<file path="src/sv/pwg_pkg.sv">
// ============================================================================
// pwg_pkg
// Shared types, constants and the quarter-wave sine table of the
// periodic waveform generator.
// ============================================================================
`default_nettype none

package pwg_pkg;

    // ------------------------------------------------------------------------
    // Field widths
    // ------------------------------------------------------------------------
    localparam int TIME_W      = 48;
    localparam int TIME_HALF_W = TIME_W / 2;
    localparam int FREQ_W      = 24;
    localparam int PHASE_W     = 32;
    localparam int AMP_W       = 16;
    localparam int SAMPLE_W    = 16;
    localparam int KIND_W      = 3;
    localparam int CFG_ADDR_W  = 3;
    localparam int CFG_DATA_W  = 32;

    // Partial products of time * frequency
    localparam int PART_W = TIME_HALF_W + FREQ_W;
    localparam int PROD_W = TIME_W + FREQ_W;

    // ------------------------------------------------------------------------
    // Phase reduction: u = floor(time * freq * 1024 / 15625) mod 2^32,
    // done as a long division by 15625 with 16-bit quotient digits.
    // ------------------------------------------------------------------------
    localparam int DIGIT_W      = 16;
    localparam int REM_W        = 14;
    localparam int PHASE_PAD_W  = 10;
    localparam int DIGIT_COUNT  = 5;
    localparam int STREAM_W     = DIGIT_W * DIGIT_COUNT;
    localparam int DIV_TOP_W    = PROD_W + PHASE_PAD_W - STREAM_W;
    localparam int DIV_VALUE_W  = REM_W + DIGIT_W;
    localparam int DIV_M_W      = 31;
    localparam int DIV_PROD_W   = DIV_VALUE_W + DIV_M_W;
    localparam int DIV_SHIFT    = 44;
    localparam logic [REM_W-1:0]   DIV_D = 14'd15625;
    // floor(2^44 / 15625): estimate is exact or one low
    localparam logic [DIV_M_W-1:0] DIV_M = 31'd1125899906;

    // ------------------------------------------------------------------------
    // Shapes, Q1.14
    // ------------------------------------------------------------------------
    localparam int SHAPE_W = 16;
    localparam logic [SHAPE_W-1:0] SHAPE_ONE       = 16'h4000;
    localparam logic [SHAPE_W-1:0] SHAPE_MINUS_ONE = 16'hC000;
    localparam logic [SHAPE_W-1:0] TRI_PEAK        = 16'hC000;
    localparam logic [PHASE_W-1:0] QUARTER_TURN    = 32'h4000_0000;

    // Register to output, in clock cycles
    localparam int PIPE_LATENCY = 19;

    // ------------------------------------------------------------------------
    // Codes
    // ------------------------------------------------------------------------
    typedef enum logic [KIND_W-1:0] {
        WAVE_SINE     = 3'd0,
        WAVE_COSINE   = 3'd1,
        WAVE_SQUARE   = 3'd2,
        WAVE_TRIANGLE = 3'd3,
        WAVE_SAWTOOTH = 3'd4,
        WAVE_OFFSET   = 3'd5
    } wave_kind_t;

    typedef enum logic [CFG_ADDR_W-1:0] {
        REG_WAVE_KIND    = 3'd0,
        REG_FREQUENCY_HZ = 3'd1,
        REG_PHASE_OFFSET = 3'd2,
        REG_AMPLITUDE    = 3'd3,
        REG_OFFSET       = 3'd4
    } cfg_reg_t;

    // Register reset values
    localparam logic [KIND_W-1:0]  WAVE_KIND_RESET    = WAVE_SINE;
    localparam logic [FREQ_W-1:0]  FREQUENCY_RESET    = 24'd32768;
    localparam logic [PHASE_W-1:0] PHASE_OFFSET_RESET = 32'd0;
    localparam logic [AMP_W-1:0]   AMPLITUDE_RESET    = 16'd256;
    localparam logic [AMP_W-1:0]   OFFSET_RESET       = 16'd0;

    // ------------------------------------------------------------------------
    // Types
    // ------------------------------------------------------------------------
    typedef struct packed {
        logic [KIND_W-1:0]       wave_kind;
        logic [FREQ_W-1:0]       frequency_hz;
        logic [PHASE_W-1:0]      phase_offset;
        logic signed [AMP_W-1:0] amplitude;
        logic signed [AMP_W-1:0] offset;
    } pwg_cfg_t;

    typedef struct packed {
        logic                valid;
        logic [REM_W-1:0]    rem;
        logic [STREAM_W-1:0] stream;
    } digit_bus_t;

    // ------------------------------------------------------------------------
    // Quarter-wave sine table, Q1.14, built at elaboration from a
    // fixed-point Taylor series in Q30.
    // ------------------------------------------------------------------------
    localparam int SINE_TABLE_LOG2 = 10;
    localparam int SINE_TBL_N      = 1 << SINE_TABLE_LOG2;
    localparam int SINE_ADDR_W     = SINE_TABLE_LOG2 + 1;
    localparam int SINE_W          = 15;
    localparam int SERIES_TERMS    = 10;
    localparam logic [63:0] HALF_PI_Q30 = 64'd1686629713;

    // ceil(2^41 / ((2n)(2n+1))) per series term; multiply and shift by 41
    // is an exact floor division for dividends below 2^32
    localparam int RECIP_SHIFT = 41;
    typedef logic [63:0] series_recip_t [1:SERIES_TERMS];
    localparam series_recip_t SERIES_RECIP = '{
        ((64'd1 << RECIP_SHIFT) + 64'd5)   / 64'd6,
        ((64'd1 << RECIP_SHIFT) + 64'd19)  / 64'd20,
        ((64'd1 << RECIP_SHIFT) + 64'd41)  / 64'd42,
        ((64'd1 << RECIP_SHIFT) + 64'd71)  / 64'd72,
        ((64'd1 << RECIP_SHIFT) + 64'd109) / 64'd110,
        ((64'd1 << RECIP_SHIFT) + 64'd155) / 64'd156,
        ((64'd1 << RECIP_SHIFT) + 64'd209) / 64'd210,
        ((64'd1 << RECIP_SHIFT) + 64'd271) / 64'd272,
        ((64'd1 << RECIP_SHIFT) + 64'd341) / 64'd342,
        ((64'd1 << RECIP_SHIFT) + 64'd419) / 64'd420
    };

    typedef logic [SINE_W-1:0] sine_rom_t [0:SINE_TBL_N];

    function automatic sine_rom_t build_sine_rom();
        sine_rom_t    rom;
        logic [63:0]  x;
        logic [63:0]  x2;
        logic [63:0]  term;
        logic [63:0]  pos;
        logic [63:0]  neg;
        logic [63:0]  s;
        logic [63:0]  e;
        logic [127:0] wide;
        for (int k = 0; k <= SINE_TBL_N; k++)
        begin
            x    = (HALF_PI_Q30 * 64'(k)) >> SINE_TABLE_LOG2;
            x2   = (x * x) >> 30;
            term = x;
            pos  = x;
            neg  = '0;
            for (int n = 1; n <= SERIES_TERMS; n++)
            begin
                wide = 128'((term * x2) >> 30) * 128'(SERIES_RECIP[n]);
                term = wide[RECIP_SHIFT +: 64];
                if ((n & 1) == 1)
                begin
                    neg = neg + term;
                end
                else
                begin
                    pos = pos + term;
                end
            end
            s = (pos > neg) ? pos - neg : 64'd0;
            e = (s + 64'd32768) >> 16;
            if (e > 64'd16384)
            begin
                e = 64'd16384;
            end
            rom[k] = e[SINE_W-1:0];
        end
        return rom;
    endfunction

    localparam sine_rom_t SINE_ROM = build_sine_rom();

endpackage

`default_nettype wire

</file>
<file path="src/sv/pwg_scale.sv">
// ============================================================================
// pwg_scale
// Shape times amplitude, round to Q8.8, add offset, saturate to 16 bits.
// ============================================================================
`default_nettype none

module pwg_scale
    import pwg_pkg::*;
(
    input  wire logic                        clk,
    input  wire logic                        rst_n,
    input  wire logic                        in_valid,
    input  wire logic signed [SHAPE_W-1:0]   shape,
    input  wire pwg_cfg_t                    cfg,
    output logic                             out_valid,
    output logic signed [SAMPLE_W-1:0]       sample
);

    localparam int MUL_W      = AMP_W + SHAPE_W;
    localparam int SUM_W      = 19;
    localparam int FRAC_SHIFT = 14;
    localparam logic signed [MUL_W-1:0]    ROUND_BIAS = 32'sd8192;
    localparam logic signed [SUM_W-1:0]    SAMPLE_MAX = 19'sd32767;
    localparam logic signed [SUM_W-1:0]    SAMPLE_MIN = -19'sd32768;

    logic signed [MUL_W-1:0] amp_ext;
    logic signed [MUL_W-1:0] shape_ext;
    logic                    v1_reg;
    logic signed [MUL_W-1:0] prod_reg;
    logic signed [MUL_W-1:0] rounded;
    logic signed [SUM_W-1:0] sum;
    logic signed [SAMPLE_W-1:0] sample_next;
    logic                    v2_reg;
    logic signed [SAMPLE_W-1:0] sample_reg;

    assign amp_ext   = {{(MUL_W-AMP_W){cfg.amplitude[AMP_W-1]}}, cfg.amplitude};
    assign shape_ext = {{(MUL_W-SHAPE_W){shape[SHAPE_W-1]}}, shape};

    always_ff @(posedge clk or negedge rst_n)
    begin
        if (!rst_n)
        begin
            v1_reg <= 1'b0;
            v2_reg <= 1'b0;
        end
        else
        begin
            v1_reg <= in_valid;
            v2_reg <= v1_reg;
        end
    end

    // Round half up, then arithmetic shift gives floor
    assign rounded = (prod_reg + ROUND_BIAS) >>> FRAC_SHIFT;
    assign sum     = rounded[SUM_W-1:0]
                   + {{(SUM_W-AMP_W){cfg.offset[AMP_W-1]}}, cfg.offset};

    always_comb
    begin
        if (sum > SAMPLE_MAX)
        begin
            sample_next = SAMPLE_MAX[SAMPLE_W-1:0];
        end
        else if (sum < SAMPLE_MIN)
        begin
            sample_next = SAMPLE_MIN[SAMPLE_W-1:0];
        end
        else
        begin
            sample_next = sum[SAMPLE_W-1:0];
        end
    end

    always_ff @(posedge clk)
    begin
        prod_reg   <= amp_ext * shape_ext;
        sample_reg <= sample_next;
    end

    assign out_valid = v2_reg;
    assign sample    = sample_reg;

endmodule

`default_nettype wire

</file>
<file path="config.mk">
export PLATFORM = sky130hd
export DESIGN_NAME = pwg_scale
export DESIGN_NICKNAME = d
export VERILOG_FILES = /design/src/sv/pwg_pkg.sv /design/src/sv/pwg_scale.sv
export SDC_FILE = /design/constraint.sdc
export NUM_CORES = 1
export LEC_CHECK = 0
export ABC_AREA = 0
export BUFFER_PORTS_ARGS = -buffer_cell sky130_fd_sc_hd__buf_2
export CORE_MARGIN = 1.5
export CORE_UTILIZATION = 39
export DETAILED_ROUTE_END_ITERATION = 8
export PLACE_DENSITY = 0.68
export SKIP_CTS_REPAIR_TIMING = 1
export SYNTH_ARGS = -nofsm -noshare
export SYNTH_HDL_FRONTEND = slang
export SYNTH_SLANG_ARGS = --single-unit
</file>
<file path="constraint.sdc">
create_clock -name clk -period 11 [get_ports clk]
set_input_delay 0 -clock clk [delete_from_list [all_inputs] [get_ports clk]]
set_output_delay 0 -clock clk [all_outputs]
set_load 0.02 [all_outputs]
</file>
**Word level (Yosys, flattened, before mapping)**

Cells that the tools add are included.

- $lt $le $gt $ge: 2
- Add/subtract/negate cells: 2
- $mul: 1
- Muxes and demuxes: 1

Operators with widths:

| kind | number |
|---|---|
| adder 32 x 15 -> 32 bit (second input constant) | 1 |
| multiplier 16 x 16 -> 32 bit | 1 |
| adder 18 x 16 -> 19 bit | 1 |
| > comparator 19 x 16 -> 1 bit (second input constant) | 1 |
| less-than comparator 19 x 16 -> 1 bit (second input constant) | 1 |
| two-way mux 16 bit | 1 |

- Output and inout bits: 17
- Bits in registers: 50
- Word-level logic and storage cells: 10

**Depth between registers and ports, before layout**

Gate-level depths: netlist of run 1.

- Depth after elaboration: 4
- Gate-level depth with buffers: 23
- Depth with buffers taken out: 22

**Worst setup path before layout of run 1**

No wires, ideal clock.

- Path type: input port to flip-flop
- Start: input shape[1]
- End: register prod_reg[31]
- Setup time: 0.072 ns
- Stages: 21
- Data required time: 10.928 ns
- Data arrival time: 5.581 ns
- Setup slack: 5.347 ns
- Cells stage by stage: clkbuf_1 > nand2_1 > inv_1 > fa_1 > fa_1 > fa_1 > fa_1 > fa_1 > inv_1 > fa_1 > inv_1 > ha_1 > a2111oi_0 > o21ai_0 > o21a_1 > a21o_1 > a211oi_2 > a21o_1 > o21ai_1 > o41ai_2 > xnor2_1

- Word-level cells in the longest chain between the ends: 1

RTL lines:

| element | line | RTL |
|---|---|---|
| start, declared | pwg_scale.sv:13 | `input wire logic signed [SHAPE_W-1:0] shape,` |
| multiplier 16 x 16 -> 32 bit | pwg_scale.sv:76 | `prod_reg <= amp_ext * shape_ext;` |
| end signal, assigned | pwg_scale.sv:76 |  |
| end, declared | pwg_scale.sv:29 | `logic signed [MUL_W-1:0] prod_reg;` |

No other way between the ends.
A chain may end at the register's enable or synchronous reset.

**Worst setup path after layout of run 1**

- Start: input cfg[24] (netlist bit)
- End: register prod_reg[31]

- Word-level cells in the longest chain between the ends: 1

RTL lines:

| element | line | RTL |
|---|---|---|
| start, declared | pwg_scale.sv:14 | `input wire pwg_cfg_t cfg,` |
| multiplier 16 x 16 -> 32 bit | pwg_scale.sv:76 |  |

No other way between the ends.

==> impl_metrics.env, run 1 <==
export IMPL_drive_gt1_frac=0.07257
export IMPL_clk_path_buf_depth=2
export IMPL_dieHeight_um=173.7
export IMPL_firstDrtPassIters=5
export IMPL_grt_busiest_layer="met2"
export IMPL_grt_util_all_layers=0.1712
export IMPL_endpoint_kind="flip-flop"
export IMPL_nNetsFinal=1723
export IMPL_hp_class="input pin to asynchronous set/reset pin"
export IMPL_fin_area_mm2=0.01220
export IMPL_worstPathRequired_ns=11.20
export IMPL_dp_slack_ns=4.808
export IMPL_drc=0
export IMPL_dp_cells=1628
export IMPL_core_area_mm2=0.02870
export IMPL_port_buffers=67
export IMPL_die_w_um=173.7
export IMPL_grt_use_met2=0.3285
export IMPL_place_area_mm2=0.01201
export IMPL_met3_usage=0.01250
export IMPL_yosys_warnings=0
export IMPL_async_flop_share=0.05405
export IMPL_cts_buffers=5
export IMPL_hold_violations=0
export IMPL_fin_cells=1639
export IMPL_wirelength_um=23810
export IMPL_synthesis_area_mm2=0.01136
export IMPL_critPathKind="input pin to flip-flop"
export IMPL_drtIter0Drc=302
export IMPL_drt_antenna_violating_nets=0
export IMPL_grtUsageMet1=0.2053
export IMPL_setup_viol=0
export IMPL_setup_tns_ns=0
export IMPL_ios=127
export IMPL_synth_nets=1686
export IMPL_insertion_delay_ns=0.27
export IMPL_vias=7955
export IMPL_synth_largest_area_cell="fa_1"
export IMPL_routabilityCongestion=0.8000
export IMPL_worst_clock_skew_ns=0.004736
export IMPL_postSynthCellCount=1216
export IMPL_wl_per_cell_um=14.52
export IMPL_core_rowCount=62
export IMPL_htreeDepth=2
export IMPL_rsz0062_at_grt="no"
export IMPL_worstMarginPinSlew_ns=0.7457
export IMPL_grt_overflow_total=0
export IMPL_grt_antenna_before_repair=0
export IMPL_finalCriticalPeriod_ns=5.911
export IMPL_grt_max_degree=17
export IMPL_path_clk_slew_ns=0.06
export IMPL_viasPerCell=4.854
export IMPL_arrival_ns=6.11
export IMPL_largest_register_ff_count=19
export IMPL_syn_mean_instance_area_um2=9.343
export IMPL_area_growth_pct=7.423
export IMPL_cts_tree="built"
export IMPL_fmax_ghz=0.1692
export IMPL_worst_slack_ns=5.089
export IMPL_post_route_period_util=0.5373
export IMPL_synth_area_top_cells="fa_1, ha_1, inv_1"
export IMPL_initial_core_util=0.3958
export IMPL_synth_top_cell_area_share=0.4617
export IMPL_slew_viol_final=0
export IMPL_worstSetupStartpointType="input pin"
export IMPL_synth_edf_count=0
export IMPL_grt_pass1_vias=8978
export IMPL_status="finished, final reports clean"
export IMPL_yosysSeqAreaShare=0.06608
export IMPL_maxCapViolations=0
export IMPL_ys_ff_latch=37
export IMPL_synth_flop_cell="dfxtp_1"
export IMPL_cp_max_fo=17
export IMPL_root_buffer="clkbuf_16"
export IMPL_grt_pass1_wl_um=41880
export IMPL_relSlewSlack=0.5029
export IMPL_ys_types=46
export IMPL_dieArea_mm2=0.03016
export IMPL_dp_hpwl_um=19720
export IMPL_clock_sinks=37
[cell usage in the layout, fill, tap and decap left out, types with 2 or more instances in the layout]
cell type and n:
a211oi_1 2, a21o_1 16, a21oi_1 17, a31oi_1 5, and2_1 124, and3_1 6, buf_2 67, clkbuf_16 5
dfrtp_1 2, dfxtp_1 35, dlygate4sd3_1 2, fa_1 262, ha_1 98, inv_1 294, nand2_1 124, nand2b_1 5
nand3_1 16, nand4_1 8, nor2_1 31, nor2b_1 4, nor3_1 7, o21a_1 7, o21ai_0 16, o21ai_1 5
o21ai_2 8, o21bai_1 5, o31a_1 2, o31ai_1 3, xnor2_1 42, xor2_1 17
[path summary, 6_finish.rpt]
check,endpoint,start,cells past startpoint,slack [ns]
worst max register to register,sample[2]$_SDFF_PN1_,prod_reg[15]$_DFF_P_,16,6.55
min in group clk,sample[0]$_SDFF_PN1_,cfg[0],4,0.10
worst min register to register,out_valid$_DFF_PN0_,v1_reg$_DFF_PN0_,0,0.36
max in group asynchronous,v1_reg$_DFF_PN0_,rst_n,2,10.87
worst min-delay path,out_valid$_DFF_PN0_,rst_n,2,0.03
worst max-delay path,prod_reg[31]$_DFF_P_,cfg[24],19,5.09
[synthesized netlist by cell type, types with 3 or more instances]
master / instances
a21o_1: 16
a21oi_1: 17
a31oi_1: 5
and2_1: 124
and3_1: 6
buf_6: 3
clkbuf_1: 34
dfxtp_1: 35
fa_1: 262
ha_1: 98
inv_1: 294
nand2_1: 124
nand2b_1: 5
nand3_1: 16
nand4_1: 8
nor2_1: 31
nor2b_1: 4
nor3_1: 7
o21a_1: 7
o21ai_0: 16
o21ai_1: 5
o21ai_2: 8
o21bai_1: 5
o31ai_1: 3
xnor2_1: 42
xor2_1: 17
[cell type report]
type                    count  area (µm²)
well taps                 384       480.5
repair buffers             69       355.3
diodes                      1       2.502
multi-input cells         846        9335
clock buffers               6       138.9
flip-flops and latches     37       750.7
clock inverters             2       37.54
inverters                 294        1104
fillers                  2864       16500
[critical path, cell delays in order]
cell	delay [ns]
buf_2	0.35
nand2_1	0.14
fa_1	0.52
fa_1	0.48
fa_1	0.52
fa_1	0.55
inv_1	0.05
fa_1	0.52
fa_1	0.45
ha_1	0.31
nand2_1	0.07
a211oi_1	0.04
a221oi_1	0.65
o21ai_1	0.36
a211oi_2	0.35
a21o_1	0.20
o21ai_1	0.14
o41ai_2	0.25
xnor2_1	0.15
[stage by stage]
stage	utilization	hold WS, ns
after floorplan	-	-0.2956
after global placement	0.4183	-0.2154
after detailed placement	0.4183	-0.2115
final	0.4252	0.03367
after CTS	0.4244	-0.5072
after global routing	0.4251	0.03126
[layer usage]
metal | wire length [µm] | up-vias
met5 | 0 | -
met4 | 607 | 0
met3 | 603 | 38
met2 | 12880 | 124
met1 | 9713 | 4106
li1 | - | 3687
[cell families after synthesis]
logic type                 synth area share
AOI/OAI and AO/OA                   0.06190
xor gates and xnor gates            0.04548
adders and majority gates            0.5696
buffers and inverters                0.1122
DFF                                 0.06608
and+or+nand+nor                      0.1447
Power of run 1 is left out: the tool's default activity adds up to more than one toggle a clock period on the data nets, which glitch-free logic cannot reach.
==> run 2: changes to the inputs <==
PLACE_DENSITY = 0.7   (was 0.68)
clock period = 5 ns   (was 11 ns; I/O delays follow)
==> impl_metrics.env, run 2 (synthesized netlist as in run 1, its figures left out) <==
export IMPL_final_cell_mix="inv_1, fa_1, nand2_1, buf_4, and2_1"
export IMPL_wl_per_cell_um=13.96
export IMPL_fmax_ghz=0.1949
export IMPL_endpoint_kind="flip-flop"
export IMPL_setup_viol=5
export IMPL_drc=0
export IMPL_dieHeight_um=173.7
export IMPL_grt_pass1_vias=9402
export IMPL_finalCriticalPeriod_ns=5.131
export IMPL_worstMarginPinSlew_ns=0.7293
export IMPL_path_clk_slew_ns=0.06
export IMPL_status="complete, but fails checks"
export IMPL_cts_tree="built"
export IMPL_core_area_mm2=0.02870
export IMPL_vias=8382
export IMPL_worstPathRequired_ns=5.19
export IMPL_cts_buffers=5
export IMPL_num_antenna_cells=0
export IMPL_nNetsFinal=1840
export IMPL_grt_antenna_before_repair=0
export IMPL_slew_viol_final=0
export IMPL_r2r_end="sample[14]$_SDFF_PN1_"
export IMPL_dieArea_mm2=0.03016
export IMPL_die_w_um=173.7
export IMPL_rsz0062_at_grt="yes"
export IMPL_relSlewSlack=0.5138
export IMPL_hold_slack_ns=0.04702
export IMPL_largest_register_ff_count=19
export IMPL_post_route_period_util=1.026
export IMPL_root_buffer="clkbuf_16"
export IMPL_wirelength_um=24510
export IMPL_grt_util_all_layers=0.1727
export IMPL_ff2ff_path_depth=16
export IMPL_grt_pass1_wl_um=42460
export IMPL_worstSetupStartpointType="input pin"
export IMPL_firstDrtPassIters=5
export IMPL_fin_area_mm2=0.01350
export IMPL_dp_hpwl_um=21320
export IMPL_drive_gt1_frac=0.1904
export IMPL_viasPerCell=4.776
export IMPL_port_buffers=67
export IMPL_maxCapViolations=0
export IMPL_cp_max_fo=13
export IMPL_core_rowCount=62
export IMPL_htreeDepth=2
export IMPL_arrival_ns=5.32
export IMPL_hp_class="input pin to asynchronous set/reset pin"
export IMPL_clock_sinks=37
export IMPL_insertion_delay_ns=0.27
export IMPL_drt_antenna_violating_nets=0
export IMPL_grt_overflow_total=0
export IMPL_layout_commonest_cell="inv_1"
export IMPL_hold_violations=0
export IMPL_r2r_start="prod_reg[15]$_DFF_P_"
export IMPL_violations="setup timing"
export IMPL_grt_max_degree=17
export IMPL_ios=127
export IMPL_ff2ff_setup_slack_ns=0.67
export IMPL_drtIter0Drc=284
export IMPL_critPathKind="input pin to flip-flop"
export IMPL_routabilityCongestion=0.8324
export IMPL_setup_tns_ns=-0.2527
export IMPL_initial_core_util=0.3958
export IMPL_place_area_mm2=0.01295
export IMPL_worst_clock_skew_ns=0.002144
export IMPL_area_growth_pct=18.79
export IMPL_clk_path_buf_depth=2
export IMPL_worst_slack_ns=-0.1306
## run 2: changes by cell type in the layout (fill, tap and decap cells not counted), sizes merged
cell / delta
buf: +113
clkbuf: +4
diode: -1
## run 2: metal layers
metal	up-vias	global-route usage	wire length, µm
met2	174	0.3394	13610
met5	-	0	0
met3	52	0.01338	668
met4	0	0.05747	862
li1	3920	-	-
met1	4236	0.1952	9363
## run 2: how the worst max path moves through the flow
stage                 start              endpoint  cells past startpoint  slack, ns
finish              cfg[23]  prod_reg[31]$_DFF_P_                     21      -0.13
global route        cfg[31]  prod_reg[31]$_DFF_P_                     20      -0.36
CTS                 cfg[27]  prod_reg[31]$_DFF_P_                     21      -0.34
detailed placement  cfg[27]  prod_reg[31]$_DFF_P_                     21      -0.63
global placement    cfg[27]  prod_reg[31]$_DFF_P_                     21      -0.52
floorplan           cfg[31]  prod_reg[31]$_DFF_P_                     21      -0.19
## run 2: worst max-delay path, cell delays in order
cell and delay (ns):
buf_8 0.13, buf_6 0.12, and2_4 0.13, fa_1 0.51
fa_1 0.58, fa_2 0.48, fa_1 0.51, fa_1 0.54
inv_2 0.04, fa_1 0.51, inv_2 0.05, ha_4 0.16
a2111oi_4 0.25, o21ai_1 0.10, o21a_1 0.12, a21o_1 0.17
a211oi_2 0.21, a21o_1 0.18, o21ai_2 0.08, o41ai_2 0.25
xnor2_1 0.18
## run 2: final cells by class
type	count	area, µm²
fillers	2719	15210
multi-input cells	846	9574
repair buffers	186	1410
inverters	294	1104
flip-flops and latches	37	750.7
well taps	384	480.5
clock buffers	6	138.9
clock inverters	2	37.54
## run 2: metrics by stage
stage                     utilization  setup WS [ns]  cells
after global routing           0.4702        -0.3587   1755
after floorplan                     -        -0.1908   1216
after global placement         0.4510        -0.5175   1740
final                          0.4702        -0.1306   1755
after CTS                      0.4572        -0.3440   1748
after detailed placement       0.4510        -0.6311   1740
Power of run 2 is left out for the same reason.
